## src/ifse_pkg.sv

```systemverilog
// Shared types, register map and reset values for the info frame stuffing encoder.
package ifse_pkg;

	localparam int unsigned BYTE_W        = 8;
	localparam int unsigned CFG_IDX_W     = 3;
	localparam int unsigned QUEUE_DEPTH   = 4;

	// Register indexes on the configuration channel.
	typedef enum logic [CFG_IDX_W-1:0] {
		REG_FLAG       = 3'd0,
		REG_ESCAPE     = 3'd1,
		REG_FLAG_SUB   = 3'd2,
		REG_ESCAPE_SUB = 3'd3,
		REG_ADDRESS    = 3'd4,
		REG_CTRL_SEQ0  = 3'd5,
		REG_CTRL_SEQ1  = 3'd6
	} reg_idx_t;

	typedef struct packed {
		logic [BYTE_W-1:0] flag_value;
		logic [BYTE_W-1:0] escape_value;
		logic [BYTE_W-1:0] flag_substitute;
		logic [BYTE_W-1:0] escape_substitute;
		logic [BYTE_W-1:0] sender_address;
		logic [BYTE_W-1:0] control_seq0;
		logic [BYTE_W-1:0] control_seq1;
	} cfg_t;

	localparam logic [BYTE_W-1:0] FLAG_RESET = 8'd126;

	localparam cfg_t CFG_RESET = '{
		flag_value:        FLAG_RESET,
		escape_value:      8'd125,
		flag_substitute:   8'd94,
		escape_substitute: 8'd93,
		sender_address:    8'd3,
		control_seq0:      8'd0,
		control_seq1:      8'd64
	};

	// One classified payload byte as handed from the front end to the back end.
	typedef struct packed {
		logic [BYTE_W-1:0] data;
		logic [BYTE_W-1:0] check;   // data check including this byte
		logic              hdr;     // first byte of a frame: header goes first
		logic              seq;
		logic              last;
	} job_t;

	localparam int unsigned JOB_W = $bits(job_t);

endpackage

```

## src/ifse_queue.sv

```systemverilog
// Small first-in first-out queue between the front end and the back end.
module ifse_queue #(
	parameter int unsigned WIDTH = 8,
	parameter int unsigned DEPTH = 4
) (
	input  logic             clk,
	input  logic             arst_n,
	input  logic             push,
	input  logic [WIDTH-1:0] push_data,
	output logic             full,
	input  logic             pop,
	output logic             head_valid,
	output logic [WIDTH-1:0] head_data
);
	localparam int unsigned AW = (DEPTH > 1) ? $clog2(DEPTH) : 1;
	localparam int unsigned CW = $clog2(DEPTH + 1);
	localparam logic [AW-1:0] LAST_PTR = AW'(DEPTH - 1);
	localparam logic [CW-1:0] FULL_CNT = CW'(DEPTH);

	logic [WIDTH-1:0] mem_q [DEPTH];
	logic [AW-1:0]    wr_ptr_q;
	logic [AW-1:0]    rd_ptr_q;
	logic [CW-1:0]    count_q;
	logic             do_push;
	logic             do_pop;

	assign full       = (count_q == FULL_CNT);
	assign head_valid = (count_q != '0);
	assign head_data  = mem_q[rd_ptr_q];
	assign do_push    = push && !full;
	assign do_pop     = pop && head_valid;

	always_ff @(posedge clk) begin
		if (do_push) begin
			mem_q[wr_ptr_q] <= push_data;
		end
	end

	always_ff @(posedge clk or negedge arst_n) begin
		if (!arst_n) begin
			wr_ptr_q <= '0;
			rd_ptr_q <= '0;
			count_q  <= '0;
		end else begin
			if (do_push) begin
				wr_ptr_q <= (wr_ptr_q == LAST_PTR) ? '0 : wr_ptr_q + AW'(1);
			end
			if (do_pop) begin
				rd_ptr_q <= (rd_ptr_q == LAST_PTR) ? '0 : rd_ptr_q + AW'(1);
			end
			if (do_push && !do_pop) begin
				count_q <= count_q + CW'(1);
			end else if (do_pop && !do_push) begin
				count_q <= count_q - CW'(1);
			end
		end
	end

endmodule

```

## src/ifse_front.sv

```systemverilog
// Front end: accepts payload bytes, tracks frame position and the running data check.
module ifse_front (
	input  logic          clk,
	input  logic          arst_n,
	input  logic          s_tvalid,
	output logic          s_tready,
	input  logic [7:0]    s_tdata,
	input  logic          s_tlast,
	input  logic          s_tuser,
	input  logic          queue_full,
	output logic          push,
	output ifse_pkg::job_t job
);
	import ifse_pkg::*;

	logic              in_frame_q;
	logic [BYTE_W-1:0] check_q;

	assign s_tready = !queue_full;
	assign push     = s_tvalid && s_tready;

	always_comb begin
		job.data  = s_tdata;
		job.hdr   = !in_frame_q;
		job.seq   = s_tuser;
		job.last  = s_tlast;
		// A new frame restarts the check from zero.
		job.check = (in_frame_q ? check_q : '0) ^ s_tdata;
	end

	always_ff @(posedge clk or negedge arst_n) begin
		if (!arst_n) begin
			in_frame_q <= 1'b0;
			check_q    <= '0;
		end else if (push) begin
			in_frame_q <= !s_tlast;
			check_q    <= s_tlast ? '0 : job.check;
		end
	end

endmodule

```

## src/ifse_back.sv

```systemverilog
// Back end: walks each queued byte through header, stuffing, check and closing flag.
module ifse_back (
	input  logic           clk,
	input  logic           arst_n,
	input  ifse_pkg::cfg_t cfg,
	input  logic           head_valid,
	input  ifse_pkg::job_t head,
	output logic           pop,
	output logic           m_tvalid,
	input  logic           m_tready,
	output logic [7:0]     m_tdata,
	output logic           m_tlast
);
	import ifse_pkg::*;

	typedef enum logic [9:0] {
		ST_START = 10'b00_0000_0001,
		ST_FLAG  = 10'b00_0000_0010,
		ST_ADDR  = 10'b00_0000_0100,
		ST_CTRL  = 10'b00_0000_1000,
		ST_HCHK  = 10'b00_0001_0000,
		ST_DATA  = 10'b00_0010_0000,
		ST_DSUB  = 10'b00_0100_0000,
		ST_CHK   = 10'b00_1000_0000,
		ST_CSUB  = 10'b01_0000_0000,
		ST_CLOSE = 10'b10_0000_0000
	} step_t;

	step_t             state_q;
	step_t             step;
	step_t             nxt;
	logic [BYTE_W-1:0] ctrl;
	logic [BYTE_W-1:0] byte_d;
	logic              end_d;
	logic              fire;
	logic              data_is_flag;
	logic              data_is_esc;
	logic              chk_is_flag;
	logic              chk_is_esc;

	assign ctrl         = head.seq ? cfg.control_seq1 : cfg.control_seq0;
	assign data_is_flag = (head.data == cfg.flag_value);
	assign data_is_esc  = (head.data == cfg.escape_value);
	assign chk_is_flag  = (head.check == cfg.flag_value);
	assign chk_is_esc   = (head.check == cfg.escape_value);

	assign fire = head_valid && (!m_tvalid || m_tready);
	assign step = (state_q == ST_START) ? (head.hdr ? ST_FLAG : ST_DATA) : state_q;

	always_comb begin
		byte_d = '0;
		end_d  = 1'b0;
		nxt    = ST_START;
		unique case (step)
			ST_FLAG: begin
				byte_d = cfg.flag_value;
				nxt    = ST_ADDR;
			end
			ST_ADDR: begin
				byte_d = cfg.sender_address;
				nxt    = ST_CTRL;
			end
			ST_CTRL: begin
				byte_d = ctrl;
				nxt    = ST_HCHK;
			end
			ST_HCHK: begin
				byte_d = cfg.sender_address ^ ctrl;
				nxt    = ST_DATA;
			end
			ST_DATA: begin
				if (data_is_flag || data_is_esc) begin
					byte_d = cfg.escape_value;
					nxt    = ST_DSUB;
				end else begin
					byte_d = head.data;
					nxt    = head.last ? ST_CHK : ST_START;
				end
			end
			ST_DSUB: begin
				// The flag compare wins when flag and escape are equal.
				byte_d = data_is_flag ? cfg.flag_substitute : cfg.escape_substitute;
				nxt    = head.last ? ST_CHK : ST_START;
			end
			ST_CHK: begin
				if (chk_is_flag || chk_is_esc) begin
					byte_d = cfg.escape_value;
					nxt    = ST_CSUB;
				end else begin
					byte_d = head.check;
					nxt    = ST_CLOSE;
				end
			end
			ST_CSUB: begin
				byte_d = chk_is_flag ? cfg.flag_substitute : cfg.escape_substitute;
				nxt    = ST_CLOSE;
			end
			ST_CLOSE: begin
				byte_d = cfg.flag_value;
				end_d  = 1'b1;
				nxt    = ST_START;
			end
			default: begin
				nxt = ST_START;
			end
		endcase
	end

	assign pop = fire && (nxt == ST_START);

	always_ff @(posedge clk or negedge arst_n) begin
		if (!arst_n) begin
			state_q  <= ST_START;
			m_tvalid <= 1'b0;
		end else if (fire) begin
			state_q  <= nxt;
			m_tvalid <= 1'b1;
		end else if (m_tready) begin
			m_tvalid <= 1'b0;
		end
	end

	always_ff @(posedge clk) begin
		if (fire) begin
			m_tdata <= byte_d;
			m_tlast <= end_d;
		end
	end

endmodule

```

## src/info_frame_stuffing_encoder.sv

```systemverilog
// Top level of the byte-stuffing information frame encoder.
//
//  Channel  Direction  Payload
//  -------  ---------  ----------------------------------------------------
//  s_*      in         tdata = data_byte, tlast = last_byte, tuser = seq_bit
//  m_*      out        tdata = out_byte, tlast = frame_end
//  cfg_*    in         cfg_index = register index, cfg_data = register value
//
// Each accepted payload byte produces one to nine output bytes, one per clock on
// the output port while it is not stalled: four header bytes on the first byte of
// a frame, one or two for the stuffed byte, and on the last byte one or two for
// the stuffed check plus the closing flag. The output port, at one byte per
// cycle, sets the throughput. The input side accepts a byte in every cycle while
// the queue between front and back end has room, so a stalled output only holds
// off the input once the queue is full. Reset is asynchronous and needs no
// clearing pass; the block takes transfers as soon as reset is released.
module info_frame_stuffing_encoder #(
	parameter int unsigned QUEUE_DEPTH = ifse_pkg::QUEUE_DEPTH
) (
	input  logic       clk,
	input  logic       arst_n,
	// Input stream.
	input  logic       s_tvalid,
	output logic       s_tready,
	input  logic [7:0] s_tdata,   // [7:0] data_byte
	input  logic       s_tlast,   // last_byte
	input  logic       s_tuser,   // [0] seq_bit
	// Output stream.
	output logic       m_tvalid,
	input  logic       m_tready,
	output logic [7:0] m_tdata,   // [7:0] out_byte
	output logic       m_tlast,   // frame_end
	// Configuration writes.
	input  logic       cfg_valid,
	output logic       cfg_ready,
	input  logic [2:0] cfg_index,
	input  logic [7:0] cfg_data
);
	import ifse_pkg::*;

	cfg_t             cfg_q;
	job_t             push_job;
	job_t             head_job;
	logic [JOB_W-1:0] head_bits;
	logic             push;
	logic             pop;
	logic             queue_full;
	logic             head_valid;

	// Registers are always ready; an index past the map is dropped.
	assign cfg_ready = 1'b1;

	always_ff @(posedge clk or negedge arst_n) begin
		if (!arst_n) begin
			cfg_q <= CFG_RESET;
		end else if (cfg_valid && cfg_ready) begin
			unique case (reg_idx_t'(cfg_index))
				REG_FLAG:       cfg_q.flag_value        <= cfg_data;
				REG_ESCAPE:     cfg_q.escape_value      <= cfg_data;
				REG_FLAG_SUB:   cfg_q.flag_substitute   <= cfg_data;
				REG_ESCAPE_SUB: cfg_q.escape_substitute <= cfg_data;
				REG_ADDRESS:    cfg_q.sender_address    <= cfg_data;
				REG_CTRL_SEQ0:  cfg_q.control_seq0      <= cfg_data;
				REG_CTRL_SEQ1:  cfg_q.control_seq1      <= cfg_data;
				default: begin
				end
			endcase
		end
	end

	// The front end classifies each byte as header-opening and/or closing and
	// carries the running check along with it.
	ifse_front u_front (
		.clk        (clk),
		.arst_n     (arst_n),
		.s_tvalid   (s_tvalid),
		.s_tready   (s_tready),
		.s_tdata    (s_tdata),
		.s_tlast    (s_tlast),
		.s_tuser    (s_tuser),
		.queue_full (queue_full),
		.push       (push),
		.job        (push_job)
	);

	ifse_queue #(
		.WIDTH (JOB_W),
		.DEPTH (QUEUE_DEPTH)
	) u_queue (
		.clk        (clk),
		.arst_n     (arst_n),
		.push       (push),
		.push_data  (push_job),
		.full       (queue_full),
		.pop        (pop),
		.head_valid (head_valid),
		.head_data  (head_bits)
	);

	assign head_job = job_t'(head_bits);

	// The back end emits the bytes for the queue head one per cycle while the output is not stalled.
	ifse_back u_back (
		.clk        (clk),
		.arst_n     (arst_n),
		.cfg        (cfg_q),
		.head_valid (head_valid),
		.head       (head_job),
		.pop        (pop),
		.m_tvalid   (m_tvalid),
		.m_tready   (m_tready),
		.m_tdata    (m_tdata),
		.m_tlast    (m_tlast)
	);

endmodule

```

## config.mk

```make
export PLATFORM = sky130hd
export DESIGN_NAME = info_frame_stuffing_encoder
export DESIGN_NICKNAME = d
export VERILOG_FILES = /design/src/ifse_pkg.sv /design/src/ifse_queue.sv /design/src/ifse_front.sv /design/src/ifse_back.sv /design/src/info_frame_stuffing_encoder.sv
export SDC_FILE = /design/constraint.sdc
export NUM_CORES = 1
export LEC_CHECK = 0
export ABC_AREA = 1
export BUFFER_PORTS_ARGS = -buffer_cell sky130_fd_sc_hd__buf_2
export CORE_ASPECT_RATIO = 0.8
export CORE_MARGIN = 8
export CORE_UTILIZATION = 35
export DETAILED_ROUTE_END_ITERATION = 10
export PLACE_DENSITY = 0.56
export SLEW_MARGIN = 20
export SYNTH_ARGS = -nofsm -noshare
export SYNTH_HDL_FRONTEND = slang
export SYNTH_SLANG_ARGS = --single-unit
```

## constraint.sdc

```tcl
create_clock -name clk -period 4.4 [get_ports clk]
set_clock_uncertainty 0.15 [all_clocks]
set_input_delay 0 -clock clk [delete_from_list [all_inputs] [get_ports clk]]
set_output_delay 0 -clock clk [all_outputs]
set_load 0.03 [all_outputs]
```

==> impl_results.md, run 1 <==
* Status: finished with violations
* Failing checks: hold timing
* R2R setup slack at 590 ps
* Gr ovfl total at 0
* Synthesized instance count at 1022
* PostCTS Resize Cnt at 0
* Peak supply drop at ~0.33 mV
* Final Total Pwr at roughly 6.4 mW
* Tot GR Track Use at 16.2%
* Core Util, Final at 40.9%
* # IOs at 38
* Vias in the first global route at 6620
* HP Class: in -> async
* Async SR Flop Fraction at around 49%
* Top-area cell type share of the netlist area at 29.8%
* Core Rows at 51
* Yosys warnings at 0
* Post-synth top flop: edfxtp_1
* Critical-path cell list: inv_4, nand2_1, nand3_1, nand2_1, nand2_2, nand2_2, nand2_1, inv_1, buf_4, nand2_1, nand2_1, nor2_1, nand3_1, nand2_2, nand2_2, ha_1, inv_1, fa_1, nor2_1, nor2_1, nand2_1, xor2_1
* Gate power share at 39.5%
* Top cells by area, synth: edfxtp_1, dfrtp_1, nand2_1
* Dpl ws at 654 ps
* CP dominant cell by count: nand2_1
* Max-slew violations at 0
* ANT nets after route at 0
* CP startpoint: u_queue.rd_ptr_q[0]
* Number of clock sinks at around 170
* Max_cap viols at 0
* WL final at 23.2 mm
* CTS root buffer: clkbuf_16
* Kind of critical path: reg -> reg
* Port Buffers at 36
* R2r endpoint: u_queue.count_q[2]
* CP endpoint kind: flop
* Filler cell count at 2374
* Critical Path Fanout Max at 38
* DR DRC count at 0
* Synth Register Bits at 167
* Synthesized Nets at 1055
* RSZ-0062 raised after global routing: false
* Slew headroom at 54.2%
* Clk slew on worst S/H paths at 70 ps
* Switching share of power at 42.4%
* Worst skew pair latency at 440 ps
* Area growth, synth to finish at 15.3%
* Die Ht at 156 um
* Tmin final at 3810 ps
* Antenna violations before repair at 0
* Die ar. at 29800 um^2
* Slowest-stage cell, CP: dfrtp_1
* Via/cell ratio at 4.84
* Cell Pwr Density at approximately 650 nW/um^2
* TritonCTS clock tree: built
* Avg Cell Area, Syn at 8.39 um^2
* Router iterations before antenna repair at 5
* Period utilization at between 80% and 90%
* Final setup violation count at 0
* Wire per inst at 16.4 um
* GPL Wtd Cong at ~0.91
* Vias after detailed routing at 6822
* Seq/Total Area, Yosys at 54.1%
* Final hold viol count at 6
* Clock buffer depth at 2
* ANT cells at 0
* Fin worst setup slack at 586 ps
* Largest net degree at the start of global routing at 50
* Num CTS Buffers at 17
* Fmax at around 260 MHz
* Worst r2r path cells at 22
* Sequential share of power at 36.2%
* Hold Worst Slack at -8.58 ps
* Initial DRC count at 674
* Post-route setup TNS at 0 ps
* Clk pwr share at 24.3%
* Max H-tree Level at 4
* First-pass GRT wire length at 37.2 mm
* Share of layout cells above drive strength 1 at 12.8%
* Lkg Pwr at 4.51 nW
* Critical Path Source Type: flop
* EDFF count, synth at 85
* Synthesized area at 8580 um^2
* CP required at 4620 ps
* Core box area at about 24000 um^2
* Die X at 191 um
* Unique masters post-synth at 35
* Worst EP arrival at between 4000 and 5000 ps
* Switch Pwr at 2.73 mW
* DP HPWL at about 17 mm
* CP peak stage delay at about 700 ps
* Worst-margin pin slew at 685 ps
* Layout net count at between 1000 and 1500
* P_int at 3.71 mW
* Initial Utilization at 35.5%
* Leading area contributor after synthesis: edfxtp_1
* RR Startpoint: u_queue.rd_ptr_q[0]
## how the worst max path moves through the flow
stage | end | slack, ps | cells after the start
floorplan | u_queue.count_q[2] | 1470 | 23
global placement | u_queue.count_q[2] | 760 | 22
detailed placement | u_queue.count_q[2] | 650 | 21
CTS | u_queue.count_q[2] | 640 | 21
global route | u_queue.count_q[2] | 150 | 21
finish | u_queue.count_q[2] | 590 | 22
## power groups by stage
stage	registers [mW]	clock network, mW	logic, mW
detailed placement	2.36	0	2.51
global placement	2.36	0	2.49
floorplan	2.36	0	1.81
CTS	2.33	1.59	2.53
global route	2.38	1.66	2.87
finish	2.33	1.57	2.54
## critical path, delay by kind of cell, from the launching register on
kind                       cells  cell delay [ps]
xor gates and xnor gates       1              130
adders and majority gates      2              530
buffers and inverters          4              590
DFF                            1              710
and+or+nand+nor               15             1580
## what timing repair did
item / in CTS / in global routing
hold buffers: 20 / 0
setup buffers: 0 / 0
hold endpoints to repair: 186 / 0
## kinds of logic after synthesis
family / share of synthesized area, %
xor gates and xnor gates: 2.45
and+or+nand+nor: 30.3
other: 0.0437
adders and majority gates: 1.11
buffers and inverters: 6.65
AOI/OAI and AO/OA: 5.35
DFF: 54.1
## layout make-up
type	instances	area (um^2)	share of cell area, %
timing repair buffer	66	458	4.63
clock inverter	15	186	1.89
sequential	167	4640	46.9
tap	318	398	4.02
clock buffer	17	425	4.30
inverter	104	393	3.97
multi-input combinational	723	3390	34.3
## placed cells by master, fill, tap and decap left out, types with 6 or more instances in the layout
cell	instances
nand2_1	342
nand3_1	128
inv_1	100
edfxtp_1	85
nor2_1	77
o21ai_0	77
dfrtp_1	56
buf_2	35
dfstp_2	26
dlygate4sd3_1	20
xor2_1	17
clkbuf_16	17
nand2_2	11
buf_4	11
nand4_1	10
nand3b_1	8
a21oi_1	8
nor2_2	7
xnor2_1	7
ha_1	6
## stage by stage
step | hold slack (ps) | instance area (um^2) | cells
4_1_cts | 24.0 | 9890 | 1410
2_1_floorplan | -446 | 8580 | 1022
5_1_grt | 56.8 | 9890 | 1410
6_report | -8.58 | 9890 | 1410
3_3_place_gp | -72.5 | 9070 | 1358
3_5_place_dp | -54.4 | 9080 | 1358
## metal layers
metal | up-vias | global-route usage (%) | part of all wire, %
met1 | 3200 | 24.1 | 51
met4 | 0 | 4.68 | 1.4
met3 | 26 | 3.42 | 5.4
met5 | - | 0 | 0
li1 | 3433 | - | -
met2 | 163 | 23.1 | 42
## state kept, by name, indices dropped and copies added, names as in the netlist
register / cells
u_queue.mem_q: 76
cfg_q: 56
u_back.state_q: 9
u_back.m_tdata: 8
u_front.check_q: 8
u_queue.count_q: 3
u_queue.rd_ptr_q: 2
u_queue.wr_ptr_q: 2
u_back.m_tlast: 1
u_back.m_tvalid: 1
u_front.in_frame_q: 1
## synth_stat cells, types with 2 or more instances
master / number
clkbuf_1: 11
nand2_1: 342
ha_1: 6
nor2_4: 4
buf_6: 7
buf_2: 7
nand3_2: 4
a21oi_1: 8
o21ai_0: 77
o21ai_1: 2
nor3_1: 4
inv_2: 3
nand3b_1: 8
edfxtp_1: 85
nand3_1: 128
nand2_2: 11
xor2_1: 17
buf_4: 3
dfstp_2: 26
dfrtp_1: 56
nor2_2: 4
nand4_1: 10
or2_2: 2
nor2_1: 81
inv_1: 100
xnor2_1: 7
(Power assumes the default switching activity.)
==> run 2: changes to the inputs <==
Settings changed: REMOVE_ABC_BUFFERS set to 1.
==> run 2 against run 1 <==
Effect of this change:
- the run now ends clean
- clock power fell by 6%
- global-route usage fell by 0.82 points
- wire length fell by 3.5%
- sequential share of layout area rose by 0.11 points
- design area fell by 0.24%
- combinational power barely moved
- critical path depth fell by 1
- worst hold slack improved by 44 ps
==> impl_results.md, run 2 (same netlist as run 1, synthesis figures left out) <==
* Status: finished, final reports clean
* DP HPWL at 16.3 mm (-3.3%)
* Lkg Pwr at 4.50 nW (-0.21%)
* TritonCTS clock tree: built
* Port Buffers at 36 (unchanged)
* Commonest non-fill, non-tap cell in the layout: nand2_1
* Die X at 191 um (unchanged)
* Initial DRC count at 515 (-24%)
* Clock buffer depth at 2 (unchanged)
* P_int at 3.69 mW (-0.60%)
* Area growth, synth to finish at 15.0%
* Dpl ws at 884 ps (+230 ps)
* Cell Pwr Density at 645 nW/um^2 (-1.0%)
* Wire per inst at 15.9 um (-3.5%)
* Router iterations before antenna repair at 7 (+2)
* Clk pwr share at 23.2% (-1.1 points)
* CP required at 4610 ps (about the same)
* CP endpoint kind: flop
* Slew headroom at 54.4% (+0.17 points)
* Switch Pwr at 2.67 mW (-2.2%)
* ANT nets after route at 0 (unchanged)
* Die ar. at 29800 um^2 (unchanged)
* Fin worst setup slack at 890 ps (+304 ps)
* Vias in the first global route at 6503 (-1.8%)
* Tmin final at 3510 ps (-304 ps)
* Tot GR Track Use at 15.4% (-0.82 points)
* Post-route setup TNS at 0 ps (unchanged)
* RR Startpoint: u_queue.rd_ptr_q[1]
* Switching share of power at 42.0% (-0.39 points)
* Gr ovfl total at 0 (unchanged)
* R2r endpoint: u_queue.count_q[2]
* Sequential share of power at 36.4% (+0.2 points)
* Critical Path Fanout Max at 14 (-63%)
* Biggest register: u_queue.mem_q
* Most frequent cells in the layout: nand2_1, nand3_1, inv_1
* Worst r2r path cells at 21 (-4.5%)
* Num CTS Buffers at 17 (unchanged)
* Max_cap viols at 0 (unchanged)
* Largest net degree at the start of global routing at 46 (-8.0%)
* Via/cell ratio at 4.84 (about the same)
* Layout net count at 1112 (unchanged)
* Fmax at 285 MHz (+8.7%)
* HP Class: in -> async
* Vias after detailed routing at 6827 (+0.073%)
* RSZ-0062 raised after global routing: false
* # IOs at 38 (unchanged)
* Filler cell count at 2406 (+1.3%)
* Core Util, Final at 40.8% (-0.098 points)
* Core Rows at 51 (unchanged)
* ANT cells at 0 (unchanged)
* WL final at 22.4 mm (-3.5%)
* GPL Wtd Cong at 0.877 (-3.6%)
* CTS root buffer: clkbuf_16
* Worst-margin pin slew at 682 ps (-3.38 ps)
* Worst skew pair latency at 430 ps (about the same)
* Gate power share at 40.5% (+1.0 points)
* CP startpoint: u_queue.rd_ptr_q[1]
* Number of flip-flops under the largest register name at 76 (unchanged)
* R2R setup slack at 890 ps (+300 ps)
* Antenna violations before repair at 0 (unchanged)
* Critical Path Source Type: flop
* Period utilization at 79.8% (-6.9 points)
* Worst EP arrival at 3720 ps (-310 ps)
* First-pass GRT wire length at 35.6 mm (-4.3%)
* Post-CTS setup buffer count at 0 (unchanged)
* Die Ht at 156 um (unchanged)
* DR DRC count at 0 (unchanged)
* Peak supply drop at 0.359 mV (+7.6%)
* Number of clock sinks at 167 (unchanged)
* Core box area at 24200 um^2 (unchanged)
* Final setup violation count at 0 (unchanged)
* Kind of critical path: reg -> reg
* Share of layout cells above drive strength 1 at 12.5% (-0.27 points)
* Clk slew on worst S/H paths at 70 ps (about the same)
* Initial Utilization at 35.5% (unchanged)
* Max-slew violations at 0 (unchanged)
* Top flop regs: u_queue.mem_q: 76 flops, cfg_q: 56 flops, u_back.state_q: 9 flops
* Max H-tree Level at 4 (unchanged)
* Final hold viol count at 0 (-6)
-- run 2: power by group through the flow --
stage | combinational (mW) | clock [mW] | sequential [mW]
6_report | 2.57 | 1.47 | 2.31
5_1_grt | 2.89 | 1.56 | 2.36
4_1_cts | 2.56 | 1.50 | 2.31
3_5_place_dp | 2.54 | 0 | 2.34
3_3_place_gp | 2.52 | 0 | 2.34
2_1_floorplan | 1.65 | 0 | 2.42
-- run 2: critical path, cell delays in order (launching register included) --
cell and delay [ps]:
dfrtp_1 380, inv_1 190, buf_4 270, nand3_1 100, nand2_1 120, nand2_2 130
nand2_2 130, nand2_1 100, inv_1 330, nand2_1 140, nand2_1 90, nor2_1 40
nand3_1 80, nand2_2 80, nand2_2 150, ha_1 170, inv_1 70, fa_1 380
nor2_1 110, nor2_1 40, nand2_1 70, xor2_1 130
-- run 2: area by class of cell --
| cell class | count | area (um^2) | area share, % |
|---|---|---|---|
| sequential | 167 | 4640 | 47.0 |
| inverter | 104 | 393 | 3.98 |
| clock buffer | 22 | 487 | 4.93 |
| tap | 318 | 398 | 4.03 |
| multi-input combinational | 723 | 3400 | 34.4 |
| timing repair buffer | 66 | 460 | 4.67 |
| clock inverter | 10 | 93.8 | 0.951 |
-- run 2: through the flow --
stage	std cells	hold slack, ps	power [mW]	cell area [um^2]
detailed placement	1357	-62.2	4.88	9060
finish	1410	35.0	6.36	9870
global route	1410	93.8	6.81	9870
CTS	1410	45.7	6.38	9860
floorplan	994	-446	4.07	8400
global placement	1357	-64.7	4.86	9060
-- run 2: how the worst max path moves through the flow --
stage	to	slack (ps)	depth (start not counted)
after detailed placement	u_queue.count_q[2]	880	21
after global routing	u_queue.count_q[2]	560	21
after floorplan	u_queue.count_q[2]	820	21
after global placement	u_queue.count_q[2]	950	21
after CTS	u_queue.count_q[2]	880	21
final	u_queue.count_q[2]	890	21
-- run 2: per-layer routing --
| metal | share of wire (%) | routed length (um) | vias up | GRT usage [%] |
|---|---|---|---|---|
| met2 | 43 | 9520 | 178 | 22.9 |
| met4 | 0.77 | 171 | 0 | 3.17 |
| met3 | 6.0 | 1350 | 15 | 3.82 |
| met1 | 51 | 11300 | 3201 | 22.2 |
| met5 | 0 | 0 | - | 0 |
| li1 | - | - | 3433 | - |
-- run 2: what timing repair did --
action	CTS	global route
hold endpoints to repair	183	0
gates resized for setup	0	0
hold buffers	21	0
